<file path="config.mk">
export PLATFORM = sky130hd
export DESIGN_NAME = arabic_joining_form_assigner
export DESIGN_NICKNAME = d
export VERILOG_FILES = /design/src/hdl/ajfa_pkg.sv /design/src/hdl/ajfa_step.sv /design/src/hdl/arabic_joining_form_assigner.sv
export SDC_FILE = /design/constraint.sdc
export NUM_CORES = 1
export LEC_CHECK = 0
export BUFFER_PORTS_ARGS = -buffer_cell sky130_fd_sc_hd__buf_2
export CORE_UTILIZATION = 63
export DETAILED_ROUTE_END_ITERATION = 8
export PLACE_DENSITY = 0.89
export SYNTH_ARGS = -nofsm -noshare
export SYNTH_HDL_FRONTEND = slang
export SYNTH_SLANG_ARGS = --single-unit
</file>
<file path="constraint.sdc">
create_clock -name clk -period 7.8 [get_ports clk]
set_input_delay 1.17 -clock clk [delete_from_list [all_inputs] [get_ports clk]]
set_output_delay 1.17 -clock clk [all_outputs]
set_load 0.05 [all_outputs]
</file>
<file path="src/hdl/ajfa_pkg.sv">
// Shared types, codes and the joining table of the Arabic joining form assigner.
package ajfa_pkg;

    // Default sizes for the top-level parameters.
    localparam int MAX_RUN_DEF       = 4096;
    localparam int CONTEXT_LIMIT_DEF = 5;

    // Fixed field widths of the stream payload.
    localparam int KIND_W  = 2;
    localparam int JT_W    = 3;
    localparam int FORM_W  = 3;
    localparam int POS_W   = 12;
    localparam int STATE_W = 3;

    // Stream bus widths.
    localparam int S_TDATA_W = 8;
    localparam int S_TUSER_W = KIND_W;
    localparam int M_TDATA_W = 32;
    localparam int M_TUSER_W = 1;

    // Joining table geometry: seven states by six non-transparent joining types.
    localparam int JT_COUNT   = 6;
    localparam int TABLE_SIZE = 42;

    // Item kinds.
    typedef enum logic [KIND_W-1:0] {
        KIND_START = 2'd0,
        KIND_PRE   = 2'd1,
        KIND_TEXT  = 2'd2,
        KIND_POST  = 2'd3
    } kind_t;

    // Joining type codes.
    localparam logic [JT_W-1:0] JT_NONE        = 3'd0;
    localparam logic [JT_W-1:0] JT_TRANSPARENT = 3'd6;

    // Initial joining machine state.
    localparam logic [STATE_W-1:0] JS_START = 3'd0;

    // Positional forms.
    typedef enum logic [FORM_W-1:0] {
        F_NONE = 3'd0,
        F_ISOL = 3'd1,
        F_FINA = 3'd2,
        F_FIN2 = 3'd3,
        F_FIN3 = 3'd4,
        F_MEDI = 3'd5,
        F_MED2 = 3'd6,
        F_INIT = 3'd7
    } form_t;

    // Where the run currently stands.
    typedef enum logic [1:0] {
        PH_BEFORE = 2'd0,
        PH_TEXT   = 2'd1,
        PH_POST   = 2'd2
    } phase_t;

    // One table entry: rewrite of the previous character, form of this one, next state.
    typedef struct packed {
        form_t               prev_form;
        form_t               cur_form;
        logic [STATE_W-1:0]  state_after;
    } join_entry_t;

    // Fixed-width control state of the joining machine.
    typedef struct packed {
        logic [STATE_W-1:0] joining_state;
        logic               have_previous;
        logic               context_done;
        phase_t             phase;
    } ctl_t;

    // One result item.
    typedef struct packed {
        logic              valid;
        form_t             current_form;
        logic [POS_W-1:0]  text_position;
        logic              fix_previous;
        logic [POS_W-1:0]  previous_position;
        form_t             previous_form;
    } res_t;

    localparam join_entry_t JOIN_TABLE [TABLE_SIZE] = '{
        '{F_NONE, F_NONE, 3'd0}, '{F_NONE, F_ISOL, 3'd2}, '{F_NONE, F_ISOL, 3'd1},
        '{F_NONE, F_ISOL, 3'd2}, '{F_NONE, F_ISOL, 3'd1}, '{F_NONE, F_ISOL, 3'd6},

        '{F_NONE, F_NONE, 3'd0}, '{F_NONE, F_ISOL, 3'd2}, '{F_NONE, F_ISOL, 3'd1},
        '{F_NONE, F_ISOL, 3'd2}, '{F_NONE, F_FIN2, 3'd5}, '{F_NONE, F_ISOL, 3'd6},

        '{F_NONE, F_NONE, 3'd0}, '{F_NONE, F_ISOL, 3'd2}, '{F_INIT, F_FINA, 3'd1},
        '{F_INIT, F_FINA, 3'd3}, '{F_INIT, F_FINA, 3'd4}, '{F_INIT, F_FINA, 3'd6},

        '{F_NONE, F_NONE, 3'd0}, '{F_NONE, F_ISOL, 3'd2}, '{F_MEDI, F_FINA, 3'd1},
        '{F_MEDI, F_FINA, 3'd3}, '{F_MEDI, F_FINA, 3'd4}, '{F_MEDI, F_FINA, 3'd6},

        '{F_NONE, F_NONE, 3'd0}, '{F_NONE, F_ISOL, 3'd2}, '{F_MED2, F_ISOL, 3'd1},
        '{F_MED2, F_ISOL, 3'd2}, '{F_MED2, F_FIN2, 3'd5}, '{F_MED2, F_ISOL, 3'd6},

        '{F_NONE, F_NONE, 3'd0}, '{F_NONE, F_ISOL, 3'd2}, '{F_ISOL, F_ISOL, 3'd1},
        '{F_ISOL, F_ISOL, 3'd2}, '{F_ISOL, F_FIN2, 3'd5}, '{F_ISOL, F_ISOL, 3'd6},

        '{F_NONE, F_NONE, 3'd0}, '{F_NONE, F_ISOL, 3'd2}, '{F_NONE, F_ISOL, 3'd1},
        '{F_NONE, F_ISOL, 3'd2}, '{F_NONE, F_FIN3, 3'd5}, '{F_NONE, F_ISOL, 3'd6}
    };

    // Table lookup by state and non-transparent joining type.
    function automatic join_entry_t join_lookup(input logic [STATE_W-1:0] st,
                                                input logic [JT_W-1:0] jt);
        logic [5:0]  idx;
        join_entry_t entry;
        idx = 6'(st) * 6'(JT_COUNT) + 6'(jt);
        if (idx < 6'(TABLE_SIZE)) begin
            entry = JOIN_TABLE[idx];
        end
        else begin
            entry = '{F_NONE, F_NONE, JS_START};
        end
        return entry;
    endfunction

endpackage

</file>
<file path="src/hdl/ajfa_step.sv">
// Combinational step of the joining machine: next state and result for one character.
module ajfa_step
    import ajfa_pkg::*;
#(
    parameter int MAX_RUN       = MAX_RUN_DEF,
    parameter int CONTEXT_LIMIT = CONTEXT_LIMIT_DEF,
    localparam int CNT_W = $clog2(MAX_RUN + 1),
    localparam int IDX_W = $clog2(MAX_RUN),
    localparam int CTX_W = $clog2(CONTEXT_LIMIT + 1)
)
(
    input  kind_t             kind,
    input  logic [JT_W-1:0]   joining_type,
    input  ctl_t              ctl,
    input  logic [CNT_W-1:0]  text_counter,
    input  logic [IDX_W-1:0]  previous_index,
    input  logic [CTX_W-1:0]  context_inspected,
    output ctl_t              ctl_next,
    output logic [CNT_W-1:0]  text_counter_next,
    output logic [IDX_W-1:0]  previous_index_next,
    output logic [CTX_W-1:0]  context_inspected_next,
    output res_t              result
);

    logic [JT_W-1:0]        jt;
    logic                   transparent;
    join_entry_t            entry;
    join_entry_t            pre_entry;
    logic [IDX_W-1:0]       pos;
    logic [IDX_W+POS_W-1:0] pos_wide;
    logic [IDX_W+POS_W-1:0] prev_wide;
    logic                   post_done;
    logic [CTX_W-1:0]       post_inspected;

    // The unused joining type code behaves as non-joining.
    assign jt          = (joining_type > JT_TRANSPARENT) ? JT_NONE : joining_type;
    assign transparent = (jt == JT_TRANSPARENT);

    // Lookups for the current state and for the seeding of pre-context.
    assign entry     = join_lookup(ctl.joining_state, jt);
    assign pre_entry = join_lookup(JS_START, jt);

    // Positions are reported in the 12-bit field width.
    assign pos       = text_counter[IDX_W-1:0];
    assign pos_wide  = (IDX_W+POS_W)'(pos);
    assign prev_wide = (IDX_W+POS_W)'(previous_index);

    // Post-context starts its own count when it first appears.
    assign post_done      = (ctl.phase == PH_POST) ? ctl.context_done : 1'b0;
    assign post_inspected = (ctl.phase == PH_POST) ? context_inspected : '0;

    always_comb
    begin
        ctl_next               = ctl;
        text_counter_next      = text_counter;
        previous_index_next    = previous_index;
        context_inspected_next = context_inspected;
        result                 = '0;
        result.current_form    = F_NONE;
        result.previous_form   = F_NONE;

        case (kind)
            KIND_START:
            begin
                ctl_next.joining_state = JS_START;
                ctl_next.have_previous = 1'b0;
                ctl_next.context_done  = 1'b0;
                ctl_next.phase         = PH_BEFORE;
                text_counter_next      = '0;
                previous_index_next    = '0;
                context_inspected_next = '0;
            end

            KIND_PRE:
            begin
                // Nearest pre-context character seeds the machine.
                if (ctl.phase == PH_BEFORE && !ctl.context_done &&
                    context_inspected < CTX_W'(CONTEXT_LIMIT))
                begin
                    context_inspected_next = context_inspected + 1'b1;
                    if (!transparent)
                    begin
                        ctl_next.joining_state = pre_entry.state_after;
                        ctl_next.context_done  = 1'b1;
                    end
                end
            end

            KIND_TEXT:
            begin
                if (ctl.phase != PH_POST)
                begin
                    if (ctl.phase == PH_BEFORE)
                    begin
                        ctl_next.phase         = PH_TEXT;
                        ctl_next.context_done  = 1'b0;
                        context_inspected_next = '0;
                    end
                    if (text_counter < CNT_W'(MAX_RUN))
                    begin
                        text_counter_next    = text_counter + 1'b1;
                        result.valid         = 1'b1;
                        result.text_position = pos_wide[POS_W-1:0];
                        // Transparent characters leave the machine alone.
                        if (!transparent)
                        begin
                            result.current_form = entry.cur_form;
                            if (entry.prev_form != F_NONE && ctl.have_previous)
                            begin
                                result.fix_previous      = 1'b1;
                                result.previous_position = prev_wide[POS_W-1:0];
                                result.previous_form     = entry.prev_form;
                            end
                            previous_index_next    = pos;
                            ctl_next.have_previous = 1'b1;
                            ctl_next.joining_state = entry.state_after;
                        end
                    end
                end
            end

            KIND_POST:
            begin
                ctl_next.phase         = PH_POST;
                ctl_next.context_done  = post_done;
                context_inspected_next = post_inspected;
                // First non-transparent post-context character may fix the last one.
                if (!post_done && post_inspected < CTX_W'(CONTEXT_LIMIT))
                begin
                    context_inspected_next = post_inspected + 1'b1;
                    if (!transparent)
                    begin
                        ctl_next.context_done = 1'b1;
                        if (entry.prev_form != F_NONE && ctl.have_previous)
                        begin
                            result.valid             = 1'b1;
                            result.fix_previous      = 1'b1;
                            result.previous_position = prev_wide[POS_W-1:0];
                            result.previous_form     = entry.prev_form;
                        end
                    end
                end
            end

            default:
            begin
                ctl_next = ctl;
            end
        endcase
    end

endmodule

</file>
<file path="src/hdl/arabic_joining_form_assigner.sv">
// Top level of the Arabic joining form assigner with input and result registers.
//
// The block takes one character beat per clock cycle while the master side
// takes results, and gives each text character its positional form from a
// seven-state joining machine, together with an optional rewrite of the
// previous non-transparent character. A beat accepted on the slave side lands
// in an input register; the table lookup and state update are then applied
// to it and any result is written into the result register, which is
// presented on the master side. One beat per cycle is sustained for as long
// as the master side takes results. The rate is limited by the loop through
// the joining state register and the table. While a result waits on the
// master side, one further beat can still be taken into the input register.
// Beats that produce no result (start of run, context characters, ignored
// characters) still pass through the machine. There is no clearing pass
// after reset.
module arabic_joining_form_assigner
    import ajfa_pkg::*;
#(
    parameter int MAX_RUN       = MAX_RUN_DEF,
    parameter int CONTEXT_LIMIT = CONTEXT_LIMIT_DEF
)
(
    input  logic                  clk,
    input  logic                  rst_n,
    input  logic                  s_tvalid,
    output logic                  s_tready,
    // Fields from bit 0 up: joining_type[2:0], zero fill[7:3].
    input  logic [S_TDATA_W-1:0]  s_tdata,
    // Fields from bit 0 up: kind[1:0].
    input  logic [S_TUSER_W-1:0]  s_tuser,
    output logic                  m_tvalid,
    input  logic                  m_tready,
    // Fields from bit 0 up: current_form[2:0], text_position[14:3],
    // previous_position[26:15], previous_form[29:27], zero fill[31:30].
    output logic [M_TDATA_W-1:0]  m_tdata,
    // Fields from bit 0 up: fix_previous[0].
    output logic [M_TUSER_W-1:0]  m_tuser
);

    localparam int CNT_W = $clog2(MAX_RUN + 1);
    localparam int IDX_W = $clog2(MAX_RUN);
    localparam int CTX_W = $clog2(CONTEXT_LIMIT + 1);

    logic              in_valid_reg;
    logic              in_valid_next;
    kind_t             in_kind_reg;
    logic [JT_W-1:0]   in_jt_reg;

    ctl_t              ctl_reg;
    ctl_t              ctl_next;
    logic [CNT_W-1:0]  text_counter_reg;
    logic [CNT_W-1:0]  text_counter_next;
    logic [IDX_W-1:0]  previous_index_reg;
    logic [IDX_W-1:0]  previous_index_next;
    logic [CTX_W-1:0]  context_inspected_reg;
    logic [CTX_W-1:0]  context_inspected_next;

    res_t              step_res;
    res_t              res_reg;
    logic              out_valid_reg;
    logic              out_valid_next;

    logic              s_fire;
    logic              advance;

    // Joining machine step on the registered character.
    ajfa_step #(
        .MAX_RUN       (MAX_RUN),
        .CONTEXT_LIMIT (CONTEXT_LIMIT)
    ) u_step (
        .kind                   (in_kind_reg),
        .joining_type           (in_jt_reg),
        .ctl                    (ctl_reg),
        .text_counter           (text_counter_reg),
        .previous_index         (previous_index_reg),
        .context_inspected      (context_inspected_reg),
        .ctl_next               (ctl_next),
        .text_counter_next      (text_counter_next),
        .previous_index_next    (previous_index_next),
        .context_inspected_next (context_inspected_next),
        .result                 (step_res)
    );

    // The registered character moves on unless its result would overwrite a waiting one.
    assign advance  = in_valid_reg && (!step_res.valid || !out_valid_reg || m_tready);
    assign s_tready = !in_valid_reg || advance;
    assign s_fire   = s_tvalid && s_tready;

    // Valid flags of the input and result registers.
    always_comb
    begin
        in_valid_next = in_valid_reg;
        if (s_fire)
        begin
            in_valid_next = 1'b1;
        end
        else if (advance)
        begin
            in_valid_next = 1'b0;
        end

        out_valid_next = out_valid_reg;
        if (advance && step_res.valid)
        begin
            out_valid_next = 1'b1;
        end
        else if (m_tready)
        begin
            out_valid_next = 1'b0;
        end
    end

    // Control state.
    always_ff @(posedge clk or negedge rst_n)
    begin
        if (!rst_n)
        begin
            in_valid_reg          <= 1'b0;
            out_valid_reg         <= 1'b0;
            ctl_reg.joining_state <= JS_START;
            ctl_reg.have_previous <= 1'b0;
            ctl_reg.context_done  <= 1'b0;
            ctl_reg.phase         <= PH_BEFORE;
            text_counter_reg      <= '0;
            previous_index_reg    <= '0;
            context_inspected_reg <= '0;
        end
        else
        begin
            in_valid_reg  <= in_valid_next;
            out_valid_reg <= out_valid_next;
            if (advance)
            begin
                ctl_reg               <= ctl_next;
                text_counter_reg      <= text_counter_next;
                previous_index_reg    <= previous_index_next;
                context_inspected_reg <= context_inspected_next;
            end
        end
    end

    // Payload registers.
    always_ff @(posedge clk)
    begin
        if (s_fire)
        begin
            in_kind_reg <= kind_t'(s_tuser[KIND_W-1:0]);
            in_jt_reg   <= s_tdata[JT_W-1:0];
        end
        if (advance && step_res.valid)
        begin
            res_reg <= step_res;
        end
    end

    // Master-side beat.
    assign m_tvalid = out_valid_reg;
    assign m_tdata  = {2'b00, res_reg.previous_form, res_reg.previous_position,
                       res_reg.text_position, res_reg.current_form};
    assign m_tuser  = res_reg.fix_previous;

endmodule

</file>
# == After elaboration in Yosys (flattened, before gate mapping) ==
# Memory sizes are Yosys's and may differ from the RTL's.
# Cells that the tools add are included.
# Widths: inputs -> output; s select.
# classes
mul,1
n_reduce_logical,31
div_mod_pow,0
n_eq_ne,12
magnitude_cmp,8
n_addsub,4
n_mux,50
bitwise,6
shifts,0
# ops
cell,count
$mux 32,2
$mux 16,3
$mux 3,13
$mux 12,3
$pmux 16 s2,1
$mux 9,3
$mux 13,2
$pmux 13 s2,1
$pmux 12 s2,1
$ge 7x7->1 const B,2
$add 13x1->13 const B,1
$lt 13x13->1 const B,1
$mux 1,12
$pmux 3 s4,1
$reduce_and 4->1,3
$reduce_and 5->1,2
$pmux 3 s3,1
$reduce_bool 3->1,3
$mux 4,2
$ne 2x1->1 const B,4
$logic_and 1x1->1,7
$mux 7,1
$not 3->7,1
$not 6->7,1
22 further kinds,41
# totals
romBits,1152
mem_bits_rw,0
latchBits,0
mem_count,2
reg_bits,73
in_bits,14
out_inout_bits,35
wordCells,130
# mem_list
name,depth,word_bits,rd,rd_ports_with_merged_regs,write_ports,line_no,source
(no name shown),64,9,1,0,0,ajfa_pkg.sv:114,entry = JOIN_TABLE[idx];
(no name shown),64,9,1,0,0,ajfa_pkg.sv:114,

# == Longest topological paths before layout ==
# depth
ltp_word,22
ltp_mapped,14
mapped_depth_nobuf,12

# == By module ==
# A second synthesis with hierarchy kept.
# hier_totals
cells_unflattened,539
hier_area_um2,5183.7
# by_module_without_submodules
module,seq_area_each_um2,instances,area_per_inst_um2,cells_each
arabic_joining_form_assigner,2006.9,1,3291.9,249
ajfa_step,0.0,1,1891.8,290

# == Worst setup path before layout ==
# Ideal clock, no wire load.
# synth_path
path_kind,flip-flop to flip-flop
startpoint,register ctl_reg[4] (netlist bit)
endpoint,register res_reg (netlist bit m_tdata[0]) (enable)
setup_time_ns,0.458
slack_ns,2.741
t_arrival_ns,4.602
period_less_slack_ns,5.059
path_buffers,1
required_time_ns,7.342
path_stages_with_launch,12
path_cell_list,dfrtp_1 -> ha_1 -> inv_1 -> xnor2_1 -> ha_1 -> a21oi_2 -> xnor2_1 -> buf_2 -> nor2_1 -> o311ai_4 -> a31oi_1 -> nor3_1
# synth_via
elab_chain_cells,18
word_cells_on_any_way,19
cone_classes,1 x add/sub; 1 x mul; 1 x order compare; 7 x mux; 1 x bitwise; 7 x reduce/logical; 1 x memory
# synth_lines
item,line_no,source
start: declaration,arabic_joining_form_assigner.sv:49,ctl_t ctl_reg;
start signal: assignment,arabic_joining_form_assigner.sv:134,ctl_reg <= ctl_next;
$mul 3x2->5 (*),ajfa_pkg.sv:112,idx = 6'(st) * 6'(JT_COUNT) + 6'(jt);
$add 6x3->6 (*),ajfa_pkg.sv:112,
$not 6->7 (not written as such),ajfa_pkg.sv:114,
$mem_v2 64x9,n/a,
$mux 9 (not written as such) (2 in series),ajfa_pkg.sv:114,
$mux 9 (*),ajfa_pkg.sv:113,if (idx < 6'(TABLE_SIZE)) begin
$reduce_bool 3->1 (*),ajfa_step.sv:134,if (entry.prev_form != F_NONE && ctl.have_previous)
$logic_and 1x1->1 (*),ajfa_step.sv:134,
$mux 1 (*),ajfa_step.sv:134,
$mux 1 (*),ajfa_step.sv:131,if (!transparent)
$mux 1 (*),ajfa_step.sv:128,if (!post_done && post_inspected < CTX_W'(CONTEXT_LIMIT))
$pmux 1 s2 (*),ajfa_step.sv:62,case (kind)
$logic_not 1->1,arabic_joining_form_assigner.sv:85,assign advance = in_valid_reg && (!step_res.valid || !out_valid_reg || m_tready);
$logic_or 1x1->1 (2 in series),arabic_joining_form_assigner.sv:85,
$logic_and 1x1->1,arabic_joining_form_assigner.sv:85,
$logic_and 1x1->1 (*),arabic_joining_form_assigner.sv:150,if (advance && step_res.valid)
end signal: assignment,arabic_joining_form_assigner.sv:152,res_reg <= step_res;
end: declaration,arabic_joining_form_assigner.sv:59,res_t res_reg;
# Every way passes the cells marked *; elsewhere a longest branch is shown, timed or not. The select of a mux whose other input is x is not followed.
# A chain may end at the register's enable or synchronous reset.

# == Final worst setup path ==
# layout_path
startpoint,register in_jt_reg[0]
endpoint,output port s_tready
# layout_via
elab_chain_cells,19
word_cells_on_any_way,21
cone_classes,1 x add/sub; 2 x order compare; 1 x eq/ne; 8 x mux; 1 x bitwise; 7 x reduce/logical; 1 x memory
# layout_lines
item,line_no,source
start: declaration,arabic_joining_form_assigner.sv:47,logic [JT_W-1:0] in_jt_reg;
start signal: assignment,arabic_joining_form_assigner.sv:148,in_jt_reg <= s_tdata[JT_W-1:0];
$gt 3x3->1,ajfa_step.sv:36,assign jt = (joining_type > JT_TRANSPARENT) ? JT_NONE : joining_type;
$mux 3 (*),ajfa_step.sv:36,
$add 6x3->6,ajfa_pkg.sv:112,
$not 6->7 (not written as such),ajfa_pkg.sv:114,
$mem_v2 64x9,n/a,
$mux 9 (not written as such) (2 in series),ajfa_pkg.sv:114,
$mux 9,ajfa_pkg.sv:113,
$reduce_bool 3->1,ajfa_step.sv:134,
$logic_and 1x1->1,ajfa_step.sv:134,
$mux 1,ajfa_step.sv:134,
$mux 1 (*),ajfa_step.sv:131,
$mux 1 (*),ajfa_step.sv:128,
$pmux 1 s2 (*),ajfa_step.sv:62,
$logic_not 1->1 (*),arabic_joining_form_assigner.sv:85,
$logic_or 1x1->1 (*) (2 in series),arabic_joining_form_assigner.sv:85,
$logic_and 1x1->1 (*),arabic_joining_form_assigner.sv:85,
$logic_or 1x1->1 (*),arabic_joining_form_assigner.sv:86,assign s_tready = !in_valid_reg || advance;
end: declaration,arabic_joining_form_assigner.sv:26,"output logic s_tready,"
# Marked as above.

==> results.py <==
metrics = {
    "outcome": {
        "status": "finished clean",
    },
    "power": {
        "total_power_w": 0.00104,
        "p_per_area_mw_per_mm2": 227,
        "leakagePower_nw": 1.91,
        "ir_worst_vdd_mv": 0.137,
    },
    "cts": {
        "cts_resized": 0,
        "cts-root-buf": "clkbuf_8",
        "clkTransAtPathRegs_ns": 0.08,
        "cts_sinks": 73,
        "cts_tree": "built",
        "clk_latency_ns": 0.36,
        "ctsHtreeMaxLevel": 3,
        "ctsLongestPathBuffers": 2,
        "numCtsBuffers": 9,
        "holdBufCountCts": 0,
        "postCtsSetupBuffers": 0,
    },
    "setup_path": {
        "r2r_slack_ns": 3.33,
        "worstSetupPathType": "flop to output port",
        "crit_path_end_kind": "output port",
        "arrival_ns": 3.88,
        "crit_fanout": 8,
        "required_ns": 6.63,
        "timing.rr.start": "in_jt_reg[0]",
        "r2r_end": "m_tdata[10]",
        "ff2ff_path_depth": 10,
        "start_kind": "flop",
    },
    "grt": {
        "grt_max_degree": 38,
        "overflow": 0,
        "gr-usage-all-layers_pct": 27.5,
        "antenna_found_initial": 0,
        "grt_pass1_wl_um": 15300,
        "grt_pass1_vias": 3222,
    },
    "synthesis": {
        "ys.flop_type": "dfrtp_1",
        "synthArstFlopShare_pct": 50.7,
        "ys_types": 65,
        "yosys_warnings": 0,
        "synth_edf_count": 36,
        "yosys_register_bits": 73,
        "synth_area_mm2": 0.00417,
        "synth_cells": 407,
        "synth-seq-area-share_pct": 48.2,
        "syn_area_per_cell_um2": 10.2,
    },
    "placed_design": {
        "preCtsSetupSlack_ns": 3.29,
        "portBuffers": 41,
        "dpl.cell_count": 513,
        "dp_hpwl_um": 6050,
        "gp_congestion": 0.899,
    },
    "finish": {
        "largest_reg_flops": 30,
        "n_antenna_cell": 0,
        "stdcell_count": 529,
        "fillers": 432,
        "most-common-layout-cells": "49 x nand2_1, 41 x buf_2, 37 x dfrtp_1",
        "register_area_mm2": 0.00201,
        "final_net_count": 479,
        "area_growth_pct": 10.2,
        "drive_gt1_share_pct": 18.1,
        "multi_input_area_mm2": 0.00202,
        "final_common_cell": "nand2_1",
    },
    "flow_run": {
        "drv_cap": 0,
    },
    "floorplanning": {
        "fp.coreArea_mm2": 0.00635,
        "start_util_pct": 65.6,
        "std_cell_rows": 29,
        "fp.dieArea_mm2": 0.00694,
        "ioPinCount": 49,
        "die_width_um": 83.3,
        "die_h_um": 83.3,
    },
    "timing": {
        "final.period_utilization_pct": 64.8,
        "min_period_ns": 5.05,
        "tns_ns": 0,
        "relSlewSlack_pct": 35.0,
        "slew_viol_final": 0,
        "worstMarginPinSlew_ns": 0.970,
        "clock-skew-final_ns": 0.0106,
        "setup_ws_ns": 2.75,
        "fin_hold_ws_ns": 0.509,
        "fmax_ghz": 0.198,
        "setup_violations": 0,
        "report.final.hold_viol_count": 0,
        "rsz0062_at_grt": "false",
    },
    "hold_path": {
        "hp-start": "context_inspected_reg[2]",
        "hold_path.class": "flop to flop",
        "holdPathEnd": "context_inspected_reg[2]",
        "hold_depth": 1,
    },
    "routing": {
        "antenna_left": 0,
        "viasPerCell": 6.28,
        "firstDrtPassIters": 6,
        "wl_per_cell_um": 16.8,
        "wirelength_um": 8870,
        "drcViolationCount": 0,
        "vias": 3323,
        "drt_iter0_drc": 277,
    },
}
-- synthesized netlist by cell type (all sizes together) (8+ instances only) --
library cell	count	area [µm²]
buf	8	60.1
dfrtp	37	926
clkbuf	8	30.0
nand3	13	77.6
nand2	50	195
nor2	31	119
ha	17	213
and3	13	81.3
edfxtp	36	1080
a21oi	22	118
nor3	9	45.0
and2	20	125
inv	17	63.8
o21ai	28	140
-- where the power goes --
part | internal (W) | switching (W) | total, W
combinational | 0.000105 | 0.000202 | 0.000307
sequential | 0.000434 | 0.0000250 | 0.000459
clock | 0.000121 | 0.000158 | 0.000278
total | 0.000660 | 0.000385 | 0.00104
-- layout make-up --
cell class,count,share of cell area [%]
Tap cell,77,2.10
Clock inverter,7,1.31
Sequential cell,73,43.7
Timing Repair Buffer,44,4.96
Multi-Input combinational cell,302,43.9
Inverter,17,1.39
Clock buffer,9,2.70
-- critical path, cell delays in order, from the launching register on --
cell and delay (ns):
edfxtp_1 0.54, nand2_1 0.12, and2_1 0.17, ha_1 0.26
ha_1 0.28, o41ai_1 0.78, o21ai_1 0.34, o311ai_4 0.22
a31oi_1 0.24, nor2_1 0.25, nand2_1 0.09, buf_2 0.23
-- metal layers --
metal | vias up | wire length [µm] | share of wire (%) | track usage [%]
met5 | - | 0 | 0 | 0
li1 | 1553 | - | - | -
met1 | 1554 | 3790 | 43 | 38.1
met4 | 0 | 190 | 2.1 | 10.7
met2 | 194 | 4160 | 47 | 42.8
met3 | 22 | 732 | 8.3 | 5.77
-- cell families (layout without fill, tap and decap cells) --
family | Yosys count | in the layout | share of synthesized area (%)
simple gates | 162 | 162 | 19.5
compound gates | 102 | 102 | 18.5
flops | 73 | 73 | 48.2
buf+inv | 33 | 77 | 3.69
fa+ha+maj | 19 | 19 | 5.82
xor+xnor | 11 | 11 | 2.49
mux | 6 | 6 | 1.74
other cells | 1 | 2 | 0.0900
-- stage by stage --
step           instance area, µm²  util, %
2_1_floorplan                4170        -
3_3_place_gp                 4410     69.5
3_5_place_dp                 4410     69.5
4_1_cts                      4590     72.4
5_1_grt                      4590     72.4
6_report                     4590     72.4
-- how the worst max path moves through the flow --
stage / startpoint / endpoint / slack, ns / cells after the start
3_5_place_dp: in_jt_reg[0] / s_tready / 3.29 / 12
4_1_cts: ctl_reg[4] / s_tready / 2.83 / 12
2_1_floorplan: ctl_reg[4] / m_tdata[0] / 2.74 / 11
3_3_place_gp: ctl_reg[4] / s_tready / 3.37 / 12
6_report: in_jt_reg[0] / s_tready / 2.75 / 11
5_1_grt: ctl_reg[5] / s_tready / 2.54 / 12
(Power assumes the default switching activity.)
